<file path="src/rtl/v3an_pkg.sv">
`timescale 1ns / 1ps

package v3an_pkg;

   localparam int WORD_BITS = 32;
   localparam int FRAC_BITS = 16;
   localparam int MODE_BITS = 3;

   localparam int PROD_BITS = 2 * WORD_BITS;
   localparam int SUM_BITS  = 2 * WORD_BITS + 2;   // sum of squares / dot accumulator
   localparam int ROOT_BITS = WORD_BITS + 1;       // floor sqrt of SUM_BITS value
   localparam int REM_BITS  = ROOT_BITS + 2;       // sqrt partial remainder
   localparam int QUO_BITS  = FRAC_BITS + 1;       // |a| <= len, so quotient <= 1.0

   localparam int REQ_BITS  = ((MODE_BITS + 7 * WORD_BITS + 7) / 8) * 8;
   localparam int RSP_BITS  = ((4 * WORD_BITS + 1 + 7) / 8) * 8;

   typedef enum logic [MODE_BITS-1:0] {
      MODE_ADD  = 3'd0,
      MODE_SUB  = 3'd1,
      MODE_MUL  = 3'd2,
      MODE_DOT  = 3'd3,
      MODE_SCL  = 3'd4,
      MODE_NORM = 3'd5
   } mode_type;

   // one word as it moves down the cell chain
   typedef struct packed {
      logic                                valid;
      logic                                norm;
      logic                                ovf;
      logic [2:0][WORD_BITS-1:0]           r;
      logic [WORD_BITS-1:0]                dot;
      logic [SUM_BITS-1:0]                 rad;
      logic [REM_BITS-1:0]                 rem;
      logic [ROOT_BITS-1:0]                root;
      logic [2:0][QUO_BITS-1:0]            num;
      logic [2:0][ROOT_BITS-1:0]           drem;
      logic [2:0][QUO_BITS-1:0]            q;
   } item_type;

   // clamp to the signed word range; top bit of result is the clamp flag
   function automatic logic [WORD_BITS:0] sat_word(input logic signed [SUM_BITS-1:0] v);
      logic signed [SUM_BITS-1:0] maxv;
      logic signed [SUM_BITS-1:0] minv;
      maxv = {{(SUM_BITS-WORD_BITS+1){1'b0}}, {(WORD_BITS-1){1'b1}}};
      minv = ~maxv;
      if (v > maxv) begin
         return {1'b1, maxv[WORD_BITS-1:0]};
      end else if (v < minv) begin
         return {1'b1, minv[WORD_BITS-1:0]};
      end
      return {1'b0, v[WORD_BITS-1:0]};
   endfunction

endpackage

</file>
<file path="src/rtl/v3an_div_cell.sv">
`timescale 1ns / 1ps

// one quotient bit of |component| / length, for all three lanes
module v3an_div_cell
   import v3an_pkg::*;
(
   input  logic     clock,
   input  logic     reset,
   input  logic     en,
   input  item_type d_in,
   output item_type d_out
);

   item_type            q_ff, q_in;
   logic [ROOT_BITS:0]  t [3];
   logic [ROOT_BITS:0]  diff [3];

   always_comb begin
      q_in = d_in;
      for (int i = 0; i < 3; i++) begin
         t[i]    = {d_in.drem[i], d_in.num[i][QUO_BITS-1]};
         diff[i] = t[i] - {1'b0, d_in.root};
         q_in.num[i] = d_in.num[i] << 1;
         if (t[i] >= {1'b0, d_in.root}) begin
            q_in.drem[i] = diff[i][ROOT_BITS-1:0];
            q_in.q[i]    = (d_in.q[i] << 1) | QUO_BITS'(1);
         end else begin
            q_in.drem[i] = t[i][ROOT_BITS-1:0];
            q_in.q[i]    = d_in.q[i] << 1;
         end
      end
   end

   always_ff @(posedge clock) begin
      if (reset) begin
         q_ff.valid <= 1'b0;
      end else if (en) begin
         q_ff <= q_in;
      end
   end

   assign d_out = q_ff;

endmodule

</file>
<file path="config.mk">
export PLATFORM = sky130hd
export DESIGN_NAME = v3an_div_cell
export DESIGN_NICKNAME = d
export VERILOG_FILES = /design/src/rtl/v3an_pkg.sv /design/src/rtl/v3an_div_cell.sv
export SDC_FILE = /design/constraint.sdc
export NUM_CORES = 1
export LEC_CHECK = 0
export BUFFER_PORTS_ARGS = -buffer_cell sky130_fd_sc_hd__buf_2
export CAP_MARGIN = 20
export CORE_AREA = 2 2 369 371
export DETAILED_ROUTE_END_ITERATION = 10
export DIE_AREA = 0 0 371 373
export PLACE_DENSITY = 0.39
export REMOVE_ABC_BUFFERS = 1
export SLEW_MARGIN = 20
export SYNTH_ARGS = -nofsm -noshare
export SYNTH_HDL_FRONTEND = slang
export SYNTH_SLANG_ARGS = --single-unit
</file>
<file path="constraint.sdc">
create_clock -name clock -period 70.2 [get_ports clock]
set_clock_uncertainty 0.2 [all_clocks]
set_input_delay 7.02 -clock clock [delete_from_list [all_inputs] [get_ports clock]]
set_output_delay 7.02 -clock clock [all_outputs]
set_load 0.01 [all_outputs]
</file>
After elaboration in Yosys (flattened, before gate mapping)
Cells that the tools add are included.

storage, ports and cells
  logic and storage cells = 33
  bits of input ports = 469
  output and inout bits = 466
  register bits after elaboration = 463

cells by class
  bitwise operators = 1
  $add $sub $neg = 3
  reduce and logical (&&, ||, !) cells = 1
  multiplexer cells = 6
  order comparisons = 3

operators with widths
  operator                        number
  >= comparator 34 x 33 -> 1 bit  3
  two-way mux 33 bit              3
  subtractor 33 bit               3
  two-way mux 1 bit               3
  AND reduction 2 bit             1
  NOT 1 bit                       1

Longest topological paths before layout
  depth in word-level cells = 2
  mapped depth = 14
  depth with buffers taken out = 13

Worst setup path after synthesis
Ideal clock, no wire load.

  kind = input port to flip-flop
  from = input port reset
  to = register q_ff (netlist bit d_out[0]) (enable)
  path slack = 41.227 ns
  stages = 1
  required time = 68.640 ns
  setup time = 1.360 ns
  path buffers = 0
  data arrival time = 27.413 ns
  cells stage by stage = nor2b_1

between the ends
  word-level cells in the longest chain between the ends = 2

ends and longest elaborated chain
  element                        line                 source
  from (decl)                    v3an_div_cell.sv:8   input logic reset,
  NOT 1 bit (no line)            n/a
  AND reduction 2 bit (no line)  n/a
  to (signal assigned)           v3an_div_cell.sv:38  q_ff <= q_in;
  to (decl)                      v3an_div_cell.sv:14  item_type q_ff, q_in;

Every way passes these cells.
A chain may end at the register's enable or synchronous reset.

==> results.tsv <==
metric	value	unit
async_reset_ff_share	0	%
fmax	97.2	MHz
fp.dieW	371	microns
ys_warn_count	0	
crit_required	70.39	ns
port_buffers	928	
clkTransAtPathRegs	0.05	ns
startpoint_type	input pin	
tns	0	ns
final_cell_mix	928 x buf_2, 462 x edfxtp_1, 150 x a21oi_1	
core-area	135000	sq um
viasPerCell	3.94	
rsz0062_at_grt	false	
path_class	input pin to flip-flop	
crit_fanout	49	
maxSlewHeadroom	17.6	%
drt_iter0_markers	1062	
nNetsFinal	3055	
hold_buffers	0	
hold_path.class	flip-flop to flip-flop	
die_area	138000	sq um
cts_setup_buffers	0	
synth_edf_count	462	
vias	17089	
cts_htree_levels	3	
placed_area	27600	sq um
p_leak	12.3	nW
synthTopCellsByArea	edfxtp_1 67%, ha_1 5.9%, a21oi_1 3.6%	
final_common_cell	buf_2	
rows	135	
largest_reg_flops	463	
yosys.area.top_type_share	66.5	%
antenna_found_initial	100	
vdd_drop_max	0.0000133	V
final_antenna_net_count	0	
cts_tree	built	
clock_latency	0.65	ns
overflow	0	
die_h	373	microns
setup_viol	0	
tightestPinTransition	1.24	ns
cts_root_buf	clkbuf_16	
cp.arrival	10.47	ns
syn_inst	1521	
wl_per_cell	27.7	microns
first_global_vias	16763	
ys_ff_latch	463	
final_util	22.2	%
final_cells	4334	
io_pins	935	
grt_max_degree	140	
cts_resized	0	
drt_pre_antenna_iters	5	
drive_above_1_share	42.3	%
grt_pass1_wl	153	mm
design_area	29800	sq um
synth_seq_area_share	66.6	%
netlist_area	20900	sq um
cp-end-kind	flip-flop	
drc	0	
clock_sinks	463	
cts_buffers	66	
hold_viol_final	0	
ys_types	83	
finalMaxSlewViolations	0	
dp_cells	4197	
wirelength	120	mm
detailed_place_hpwl	99.7	mm
clk_path_buf_depth	3	
start_util	15.5	%
period_share	14.7	%
area_growth	43.0	%
yosysTopAreaCell	edfxtp_1	
fill_cells	14688	
grt_usage	16.6	%
period_needed	10.29	ns
power_per_cell_area	27.8	nW/um^2
gp_congestion	0.860	
synth_ff_type	edfxtp_1	
status	finished clean	
holdWs	0.303	ns
max-cap-violations	0	
synth.avg_cell_area	13.7	sq um
==> layer usage <==
metal / up-vias / GRT usage, % / share of wire [%]
li1: 7800 / - / -
met1: 8292 / 17.4 / 35
met5: - / 0 / 0.24
met3: 210 / 6.04 / 9.5
met4: 44 / 4.84 / 2.8
met2: 743 / 30.6 / 52
==> layout make-up <==
class                      instances  area [sq um]  share of cell area [%]
antenna                           19          47.5                   0.159
sequential                       463         13900                    46.6
multi-input combinational        944          6480                    21.7
tap                             1781          2230                    7.47
inverter                          70           263                   0.881
timing repair buffer             939          4740                    15.9
clock inverter                    43           475                    1.59
clock buffer                      75          1710                    5.72
==> metrics by stage <==
| stage | total power (W) | worst slack [ns] |
|---|---|---|
| 6_report | 0.000831 | 59.91 |
| 5_1_grt | 0.000867 | 59.65 |
| 4_1_cts | 0.000849 | 59.86 |
| 3_5_place_dp | 0.000490 | 59.15 |
| 3_3_place_gp | 0.000490 | 59.14 |
| 2_1_floorplan | 0.000423 | 41.23 |
==> worst max-delay path, stage by stage <==
cell and delay, ns:
buf_2 0.10, inv_1 0.18, ha_1 0.50, nand4_1 0.23
nor3_1 0.84, a311oi_1 0.24, o2111ai_2 0.15, nand2_1 0.11
inv_2 0.67, mux2_1 0.41
==> cells by family after synthesis <==
group / after synthesis / synth area share, %
and+or+nand+nor: 339 / 7.73
buffers and inverters: 116 / 2.41
other: 1 / 0.0180
DFF: 463 / 66.6
AOI/OAI and AO/OA: 404 / 12.7
xor gates and xnor gates: 74 / 3.11
adders and majority gates: 102 / 6.23
muxes: 22 / 1.17
==> Yosys cell counts (all sizes together), types with 4 or more instances <==
cell type	n
buf	25
and2	9
a221o	4
o2111ai	4
or3	4
nor4	8
ha	99
o21bai	17
mux2	19
and3	14
inv	70
a31oi	9
a211o	4
a211oi	13
xor2	27
a21o	41
xnor2	47
nor2	127
nor2b	10
o21a	16
nand2	72
nor3	22
clkbuf	21
edfxtp	462
a31o	5
o21ai	72
and4	7
a2111oi	9
nand3	26
o211a	5
nand2b	9
nand4	20
a21oi	151
a311oi	5
a21boi	5
o31ai	6
o211ai	13
==> final timing paths <==
path	end	from	slack, ns	cells past startpoint
hold reg to reg	d_out[465]	d_out[465]	0.30	2
hold / removal	d_out[465]	d_out[465]	0.30	2
setup reg to reg	d_out[465]	d_out[465]	69.42	2
setup / recovery	d_out[106]	d_in[214]	59.91	10
==> report_power, final <==
part	leakage, nW	switching [W]	total (W)	internal (W)
sequential	4.36	0.00000646	0.000338	0.000331
clock	1.06	0.000144	0.000349	0.000206
combinational	6.84	0.0000921	0.000144	0.0000518
total	12.3	0.000242	0.000831	0.000589
Power figures use the tool's default switching activity.
