`src/rtl/v3an_pkg.sv`:
```
`timescale 1ns / 1ps

package v3an_pkg;

   localparam int WORD_BITS = 32;
   localparam int FRAC_BITS = 16;
   localparam int MODE_BITS = 3;

   localparam int PROD_BITS = 2 * WORD_BITS;
   localparam int SUM_BITS  = 2 * WORD_BITS + 2;   // sum of squares / dot accumulator
   localparam int ROOT_BITS = WORD_BITS + 1;       // floor sqrt of SUM_BITS value
   localparam int REM_BITS  = ROOT_BITS + 2;       // sqrt partial remainder
   localparam int QUO_BITS  = FRAC_BITS + 1;       // |a| <= len, so quotient <= 1.0

   localparam int REQ_BITS  = ((MODE_BITS + 7 * WORD_BITS + 7) / 8) * 8;
   localparam int RSP_BITS  = ((4 * WORD_BITS + 1 + 7) / 8) * 8;

   typedef enum logic [MODE_BITS-1:0] {
      MODE_ADD  = 3'd0,
      MODE_SUB  = 3'd1,
      MODE_MUL  = 3'd2,
      MODE_DOT  = 3'd3,
      MODE_SCL  = 3'd4,
      MODE_NORM = 3'd5
   } mode_type;

   // one word as it moves down the cell chain
   typedef struct packed {
      logic                                valid;
      logic                                norm;
      logic                                ovf;
      logic [2:0][WORD_BITS-1:0]           r;
      logic [WORD_BITS-1:0]                dot;
      logic [SUM_BITS-1:0]                 rad;
      logic [REM_BITS-1:0]                 rem;
      logic [ROOT_BITS-1:0]                root;
      logic [2:0][QUO_BITS-1:0]            num;
      logic [2:0][ROOT_BITS-1:0]           drem;
      logic [2:0][QUO_BITS-1:0]            q;
   } item_type;

   // clamp to the signed word range; top bit of result is the clamp flag
   function automatic logic [WORD_BITS:0] sat_word(input logic signed [SUM_BITS-1:0] v);
      logic signed [SUM_BITS-1:0] maxv;
      logic signed [SUM_BITS-1:0] minv;
      maxv = {{(SUM_BITS-WORD_BITS+1){1'b0}}, {(WORD_BITS-1){1'b1}}};
      minv = ~maxv;
      if (v > maxv) begin
         return {1'b1, maxv[WORD_BITS-1:0]};
      end else if (v < minv) begin
         return {1'b1, minv[WORD_BITS-1:0]};
      end
      return {1'b0, v[WORD_BITS-1:0]};
   endfunction

endpackage

```
`src/rtl/v3an_sqrt_cell.sv`:
```
`timescale 1ns / 1ps

// one digit of the restoring square root: two radicand bits in, one root bit out
module v3an_sqrt_cell
   import v3an_pkg::*;
(
   input  logic     clock,
   input  logic     reset,
   input  logic     en,
   input  item_type d_in,
   output item_type d_out
);

   item_type             q_ff, q_in;
   logic [REM_BITS-1:0]  rem_s, trial;

   always_comb begin
      q_in  = d_in;
      rem_s = {d_in.rem[REM_BITS-3:0], d_in.rad[SUM_BITS-1 -: 2]};
      trial = {d_in.root, 2'b01};
      q_in.rad = d_in.rad << 2;
      if (rem_s >= trial) begin
         q_in.rem  = rem_s - trial;
         q_in.root = {d_in.root[ROOT_BITS-2:0], 1'b1};
      end else begin
         q_in.rem  = rem_s;
         q_in.root = {d_in.root[ROOT_BITS-2:0], 1'b0};
      end
   end

   always_ff @(posedge clock) begin
      if (reset) begin
         q_ff.valid <= 1'b0;
      end else if (en) begin
         q_ff <= q_in;
      end
   end

   assign d_out = q_ff;

endmodule

```
`config.mk`:
```
export PLATFORM = sky130hd
export DESIGN_NAME = v3an_sqrt_cell
export DESIGN_NICKNAME = d
export VERILOG_FILES = /design/src/rtl/v3an_pkg.sv /design/src/rtl/v3an_sqrt_cell.sv
export SDC_FILE = /design/constraint.sdc
export NUM_CORES = 1
export LEC_CHECK = 0
export BUFFER_PORTS_ARGS = -buffer_cell sky130_fd_sc_hd__buf_2
export CAP_MARGIN = 20
export CORE_AREA = 8 8 358 360
export DETAILED_ROUTE_END_ITERATION = 7
export DIE_AREA = 0 0 366 368
export HOLD_SLACK_MARGIN = 0.12
export PLACE_DENSITY = 0.34
export SYNTH_ARGS = -nofsm -noshare
export SYNTH_HDL_FRONTEND = slang
export SYNTH_SLANG_ARGS = --single-unit
```
`constraint.sdc`:
```
create_clock -name clock -period 39.8 [get_ports clock]
set_clock_uncertainty 0.05 [all_clocks]
set_input_delay 7.96 -clock clock [delete_from_list [all_inputs] [get_ports clock]]
set_output_delay 7.96 -clock clock [all_outputs]
set_load 0.05 [all_outputs]
```
# Word level (Yosys, flattened, before mapping)
# Cells that the tools add are included.
dict set report op_classes {
  muxes 1
  n_bitwise 1
  n_reduce_logical 1
  addsub 1
  magnitude_cmp 1
}
# op count
set op_table {}
lappend op_table {{$mux 68} 1}
lappend op_table {{$ge 35x35->1} 1}
lappend op_table {{$sub 35x35->35} 1}
lappend op_table {{$reduce_and 2->1} 1}
lappend op_table {{$not 1->1} 1}
dict set report word_totals {
  word_cells 24
  ff_bits 464
  in_bits 469
}

# Longest topological paths before layout
# Gate-level depths: netlist (run 1).
dict set report logic_depth {
  word_depth 2
  depth_mapped 13
}

# Worst setup path after synthesis (run 1)
# Ideal clock, no wire load.
dict set report synth_path {
  kind {input -> register}
  start {input reset}
  end {register q_ff, in the netlist d_out[0], enable pin}
  path_buffers 0
  required_time_ns 38.387
  t_arrival_ns 28.397
  slack_ns 9.991
  stages 1
  cell_sequence {nor2b_1}
}
dict set report synth_between {
  elab_chain_len 2
}
# element line
set synth_rtl {}
lappend synth_rtl {{start, declared} v3an_sqrt_cell.sv:8} ;# input logic reset,
lappend synth_rtl {{$not 1->1 (no source line)} --}
lappend synth_rtl {{$reduce_and 2->1 (no source line)} --}
lappend synth_rtl {{end signal, assigned} v3an_sqrt_cell.sv:35} ;# q_ff <= q_in;
lappend synth_rtl {{end, declared} v3an_sqrt_cell.sv:14} ;# item_type q_ff, q_in;
# Every way passes these cells.
# A chain may end at the register's enable or synchronous reset.

==> metrics.md, run 1 <==
| Metric | Value |
|---|---|
| Flops & latches, synth | between 400 and 500 |
| # H-tree levels | 2 |
| Normalized max-slew margin | 31.45% |
| Final nets | approximately 2.4k |
| Pwr dens | 54.01 nW/um2 |
| Final Power | 1355 uW |
| Buffers & Inverters on Critical Path | 3 |
| Reg2reg end | d_out[465] |
| Hold Path Class | register to register |
| Vias in the first global route | 12.89k |
| Grt ovf | 0 |
| Root Driver | clkbuf_16 |
| Clock latency on the worst-skew pair | 0.64 ns |
| Die Ht | 368 um |
| Max incr delay on CP | 0.56 ns |
| Hold Crit Start | d_out[465] |
| CTS max path bufs | 3 |
| Hold EP | d_out[465] |
| Synth Cell Area | roughly 16000 um2 |
| Cell taking the most area after synthesis | edfxtp_1 |
| Initial Util | 13.43% |
| Core Area | roughly 120000 um2 |
| Int Pwr | between 900 and 1000 uW |
| Status | finished clean |
| Register area share after synthesis | 84.55% |
| Reg power frac | 43.3% |
| Worst-path cell chain | buf_2 -> inv_1 -> ha_1 -> a21oi_1 -> o21ai_0 -> a21oi_1 -> o211ai_1 -> a21oi_2 -> o31a_1 -> inv_2 -> mux2_2 |
| CP required | 40.14 ns |
| Ys flop type | edfxtp_1 |
| Max Slew Vio Count | 0 |
| First-pass GRT wire length | about 110000 um |
| Initial antenna violation count | 45 |
| Via count | between 10k and 15k |
| Largest net degree at the start of global routing | 78 |
| CP Launch Type | input pin |
| Post-cts resize count | 0 |
| Ratio of cells with drive above 1 in the final layout | 54.58% |
| Crit Path Class | input pin to register |
| Port Buffer Count | between 900 and 1k |
| Worst-path maximum fanout | 40 |
| 1st-pass router iterations | 4 |
| Async SR Flop Fraction | 0% |
| Net Sw Frac | 30.86% |
| Slew @ Worst Pin | 1.028 ns |
| Final hold vios | 0 |
| FF-to-FF path depth | 2 |
| Setup TNS | 0 ns |
| Clock sink count | 464 |
| Syn Inst Count | 867 |
| Synth warn | 0 |
| I/O pin count | 935 |
| Drt total wl | ~82000 um |
| Period minus WS final | 10.88 ns |
| Clock buffer count from CTS | 58 |
| CP arrival | 11.23 ns |
| F_max | 91.89 MHz |
| CTS tree | done |
| Critical path's most frequent cell | a21oi_1 |
| Largest register FFs | ~460 |
| DRT iter0 DRCs | 458 |
| Leak pwr | approximately 0.010 uW |
| Die area | between 100000 and 150000 um2 |
| Setup Viol. Count Final | 0 |
| Crit-path slowest cell | inv_2 |
| Flop2flop setup slack | 39.15 ns |
| Clock share of power | 38.7% |
| Residual DRC count | 0 |
| RSZ-0062 raised after global routing | no |
| Dpl hpwl | 67370 um |
| Routed WL per cell | between 20 and 25 um |
| Final antenna-violating net count | 0 |
| Worst hold margin | 0.4910 ns |
| # hold bufs at CTS | 0 |
| GPL Wtd Cong | 0.8468 |
| Post-synth EDFFs | 463 |
| Placed instance area | roughly 23000 um2 |
| Area delta synth->final | 52.29% |
| Net Sw Power | 418.1 uW |
| Post-CTS Setup Inserts | 0 |
| Combinational power share | between 10% and 20% |
| Post-synth top area share | 84.42% |
| Count of cell types in the netlist | 57 |
| Peak VDD IR | 0.03237 mV |
| Worst-path clk slew | 0.06 ns |
| Syn_area_per_cell | 18.99 um2 |
| Reg-to-reg critical path startpoint | d_out[465] |
| Min-Delay Path Depth | 2 |
| Top post-synthesis cells by area | edfxtp_1, ha_1, a21oi_1, inv_1, a21o_1 |
| Die Width | 366 um |
| # rows | 129 |
| Post-Layout Inst Area | 25080 um2 |
| CP delay by family, top | compound AO/OA/AOI/OAI gates |
| Via-per-instance ratio | ~3.3 |
| Nature of the critical path endpoint | register |
| Tcrit/Tclk final | 27.34% |
| GRT Overall Usage | 11.47% |
| MaxCap Viol Count | 0 |
-- how the worst max path moves through the flow --
stage | start | depth (start not counted) | to
CTS | en | 5 | d_out[117]
global route | d_in[211] | 11 | d_out[258]
floorplan | reset | 1 | d_out[0]
detailed placement | en | 5 | d_out[450]
global placement | en | 5 | d_out[117]
finish | d_in[211] | 11 | d_out[258]
-- layout make-up --
class	instances	area [um2]
fillers	13350	97590
well taps	1637	2048
clock inverters	36	357.8
flip-flops and latches	464	13920
repair buffers	939	4735
inverters	45	168.9
clock buffers	69	1514
multi-input cells	345	2281
diodes	21	52.55
-- cell families after synthesis --
group | count (synthesis) | synth area share (%)
AND/OR/NAND/NOR | 136 | 3.989
buffers and inverters | 59 | 1.671
XOR/XNOR | 27 | 1.436
multiplexers | 3 | 0.1899
flip-flops | 464 | 84.55
adder cells (fa/ha/maj) | 35 | 2.659
other | 1 | 0.02277
AO/OA/AOI/OAI | 142 | 5.486
-- power groups by stage --
stage / clock network, uW / logic [uW] / registers (uW)
after floorplan: 0 / 42.1 / 730
after global placement: 0 / 249 / 596
after detailed placement: 0 / 249 / 596
after CTS: 551 / 250 / 587
after global routing: 567 / 257 / 590
final: 524 / 244 / 586
-- synth_stat cells (2+ instances only) --
master    number
a211oi_1       2
a21boi_0       5
a21o_1        20
a21oi_1       46
a21oi_2        2
a31o_2         2
a31oi_1        7
and2_1         3
and3_1         4
and3b_1        2
buf_2          4
buf_4          3
clkbuf_1       3
clkbuf_8       3
edfxtp_1     463
ha_1          35
inv_1         44
mux2i_1        2
nand2_1       39
nand2b_1       4
nand3_1       16
nand4_1        8
nor2_1        35
nor2b_1        2
nor3_1        11
nor4_1         2
o211a_1        2
o211ai_1       4
o21a_1         6
o21ai_0       23
o21ai_1        3
o21bai_1       7
o31ai_1        5
or3_1          2
xnor2_1       14
xor2_1        13
-- per-layer routing --
layer  wire (um)  vias up  global-route usage (%)
met5         196        -                       0
met4        2488       36                   3.775
met3        8793      134                   6.029
met2       42140      542                   20.72
met1       27990     5715                   11.26
li1            -     5363                       -
-- cell usage in the layout, fill, tap and decap left out, types with 3 or more instances in the layout --
master	netlist	final
buf_2	4	930
edfxtp_1	463	463
clkbuf_16	0	59
a21oi_1	46	46
inv_1	44	44
nand2_1	39	39
nor2_1	35	35
ha_1	35	35
o21ai_0	23	23
diode_2	0	21
a21o_1	20	20
nand3_1	16	16
xnor2_1	14	14
xor2_1	13	13
nor3_1	11	11
clkbuf_1	3	10
clkinv_2	0	10
clkinv_1	0	10
nand4_1	8	8
buf_4	3	8
o21bai_1	7	7
a31oi_1	7	7
clkinvlp_4	0	7
o21a_1	6	6
a21boi_0	5	5
o31ai_1	5	5
bufinv_16	0	5
and3_1	4	4
o211ai_1	4	4
nand2b_1	4	4
o21ai_1	3	3
and2_1	3	3
-- metrics by stage --
stage	std cells	utilization (%)	setup WS, ns
global route	3539	20.41	28.72
detailed placement	3429	18.86	27.79
finish	3556	20.45	28.92
floorplan	868	-	9.991
CTS	3534	20.39	28.51
global placement	3429	18.86	27.92
-- tightest hold or removal path, stage by stage, from the launching register on --
cell	delay (ns)
dfxtp_1	0.35
mux2i_1	0.08
nor2_1	0.07
No activity file was read; power rests on OpenSTA's default activity.
==> run 2, diff against run 1 <==
CORE_AREA = 8 8 359 361   (was 8 8 358 360)
DIE_AREA = 0 0 367 369   (was 0 0 366 368)
clock period = 10.85 ns   (was 39.8 ns; I/O delays follow)
==> metrics.md, run 2 (synthesis gave the netlist of run 1 again) <==
| Metric | Value |
|---|---|
| FF-to-FF path depth | 2 (unchanged) |
| Crit-path slowest cell | o211ai_1 (was inv_2) |
| CP delay by family, top | compound AO/OA/AOI/OAI gates (unchanged) |
| Die area | 135400 um2 (was 134700 um2) |
| Largest register FFs | 464 (unchanged) |
| Placed instance area | 23150 um2 (was 23140 um2) |
| Max Slew Vio Count | 0 (unchanged) |
| First-pass GRT wire length | 113100 um (was 109400 um) |
| Normalized max-slew margin | 36.42% (was 31.45%) |
| Post-cts resize count | 0 (unchanged) |
| Combinational power share | 17.9% (was 18.0%) |
| Ratio of cells with drive above 1 in the final layout | 54.77% (was 54.58%) |
| Met1 Use GR | 12.03% (was 11.26%) |
| RSZ-0062 raised after global routing | no (unchanged) |
| Register area | 13920 um2 (unchanged) |
| Post-route worst setup slack | 5.797 ns (was 28.92 ns) |
| CP required | 11.19 ns (was 40.14 ns) |
| Post-CTS Setup Inserts | 0 (unchanged) |
| Tcrit/Tclk final | 46.57% |
| Worst-path maximum fanout | 40 (unchanged) |
| Pwr dens | 200.0 nW/um2 (was 54.01 nW/um2) |
| Fill cells | 13.42k (was 13.35k) |
| Net Sw Frac | 31.36% (was 30.86%) |
| Clock latency on the worst-skew pair | 0.65 ns (was 0.64 ns) |
| Crit Path Class | input pin to register (unchanged) |
| CP arrival | 5.40 ns (was 11.23 ns) |
| Hold Crit Start | d_out[465] (unchanged) |
| Min-Delay Path Depth | 2 (unchanged) |
| I/O pin count | 935 (unchanged) |
| Final hold vios | 0 (unchanged) |
| Die Ht | 369 um (was 368 um) |
| Final Power | 5018 uW (was 1355 uW) |
| Net Sw Power | 1574 uW (was 418.1 uW) |
| Period minus WS final | 5.053 ns |
| CTS max path bufs | 3 (unchanged) |
| Hold Path Class | register to register (unchanged) |
| DRT iter0 DRCs | 742 (was 458) |
| Drt total wl | 85990 um (was 81610 um) |
| Residual DRC count | 0 (unchanged) |
| Final nets | 2356 (was 2357) |
| Grt ovf | 0 (unchanged) |
| Peak VDD IR | 0.1216 mV (was 0.03237 mV) |
| Routed WL per cell | 24.26 um (was 22.95 um) |
| Buffers & Inverters on Critical Path | 3 (unchanged) |
| Leak pwr | 0.01026 uW (was 0.01023 uW) |
| Port Buffer Count | 930 (unchanged) |
| Critical path's most frequent cell | a21oi_1 (unchanged) |
| Reg2reg end | d_out[465] (unchanged) |
| Met2 usage | 21.79% (was 20.72%) |
| Most frequent cells in the layout | buf_2, edfxtp_1, clkbuf_16, a21oi_1, inv_1 (unchanged) |
| CTS tree | done (unchanged) |
| GPL Wtd Cong | 0.8459 (was 0.8468) |
| # H-tree levels | 2 (unchanged) |
| Status | finished clean (unchanged) |
| Most common cell after layout, fill and taps aside | buf_2 (unchanged) |
| Clock share of power | 39.2% (was 38.7%) |
| Initial Util | 13.39% (was 13.43%) |
| Core Area | 123000 um2 (was 122700 um2) |
| Post-layout util | 20.41% (was 20.45%) |
| Via-per-instance ratio | 3.368 (was 3.316) |
| Int Pwr | 3445 uW (was 936.5 uW) |
| Clock sink count | 464 (unchanged) |
| Placement Setup Slack | 5.140 ns (was 27.79 ns) |
| Largest net degree at the start of global routing | 119 (was 78) |
| Setup Viol. Count Final | 0 (unchanged) |
| Reg-to-reg critical path startpoint | d_out[465] (unchanged) |
| Via count | 11.94k (was 11.79k) |
| Most crowded layer after global routing | met2 (unchanged) |
| # rows | 129 (unchanged) |
| Initial antenna violation count | 59 (was 45) |
| Area delta synth->final | 52.39% (was 52.29%) |
| Grt met3 use | 6.303% (was 6.029%) |
| Flop2flop setup slack | 10.20 ns (was 39.15 ns) |
| Root Driver | clkbuf_16 (unchanged) |
| GRT Overall Usage | 11.97% (was 11.47%) |
| Worst-path cell chain | buf_2 -> inv_1 -> ha_1 -> a21oi_1 -> o21ai_0 -> a21oi_1 -> o211ai_1 -> a21oi_2 -> o31a_1 -> inv_2 -> mux2_2 (unchanged) |
| Clock buffer count from CTS | 59 (was 58) |
| # hold bufs at CTS | 0 (unchanged) |
| Dpl hpwl | 71100 um (was 67370 um) |
| Multi-input logic area | 2281 um2 (unchanged) |
| Hold EP | d_out[465] (unchanged) |
| Max incr delay on CP | 0.59 ns (was 0.56 ns) |
| Worst-path clk slew | 0.06 ns (about the same) |
| Vias in the first global route | 12.63k (was 12.89k) |
| Setup TNS | 0 ns (unchanged) |
| F_max | approximately 200 MHz |
| Final antenna-violating net count | 0 (unchanged) |
| MaxCap Viol Count | 0 (unchanged) |
| Slew @ Worst Pin | 0.9536 ns (was 1.028 ns) |
| Die Width | 367 um (was 366 um) |
| Post-Layout Inst Area | 25100 um2 (was 25080 um2) |
| Nature of the critical path endpoint | register (unchanged) |
| Reg power frac | 42.9% (was 43.3%) |
| CP Launch Type | input pin (unchanged) |
| 1st-pass router iterations | 5 (was 4) |
## run 2: final cells by class
class	count	share of cell area [%]
flip-flops and latches	464	55.48
repair buffers	937	18.86
multi-input cells	345	9.089
well taps	1637	8.161
clock buffers	67	6.003
clock inverters	41	1.650
inverters	45	0.6730
diodes	9	0.08974
## run 2: worst max path at each step
stage / start / endpoint / slack, ns / cells past startpoint
3_5_place_dp: d_in[211] / d_out[258] / 5.14 / 11
6_report: d_in[211] / d_out[258] / 5.80 / 11
2_1_floorplan: en / d_out[0] / 1.28 / 1
4_1_cts: d_in[211] / d_out[258] / 5.86 / 11
5_1_grt: d_in[211] / d_out[258] / 5.70 / 11
3_3_place_gp: d_in[211] / d_out[258] / 5.07 / 11
## run 2: metal layers
| layer | share of wire [%] | vias up | wire length, um |
|---|---|---|---|
| met4 | 2.1 | 36 | 1822 |
| met2 | 52 | 577 | 44740 |
| met3 | 12 | 128 | 9913 |
| li1 | - | 5354 | - |
| met1 | 34 | 5845 | 29310 |
| met5 | 0.22 | - | 190 |
## run 2: worst reg2reg max path, cell delays in order (launching register included)
cell and delay [ns]:
dfxtp_1 0.31, mux2i_1 0.12, nor2_1 0.06
## run 2: power by group through the flow
stage,clock [uW],sequential (uW),combinational (uW)
6_report,1970,2150,901
3_3_place_gp,0,2190,920
5_1_grt,2110,2160,950
4_1_cts,2070,2150,922
3_5_place_dp,0,2190,920
2_1_floorplan,0,2640,155
## run 2: metrics by stage
stage               instances  hold WS (ns)
floorplan                 868        0.6826
global placement         3428        0.4455
detailed placement       3428        0.4750
CTS                      3536        0.4894
global route             3538        0.5109
finish                   3545        0.4862
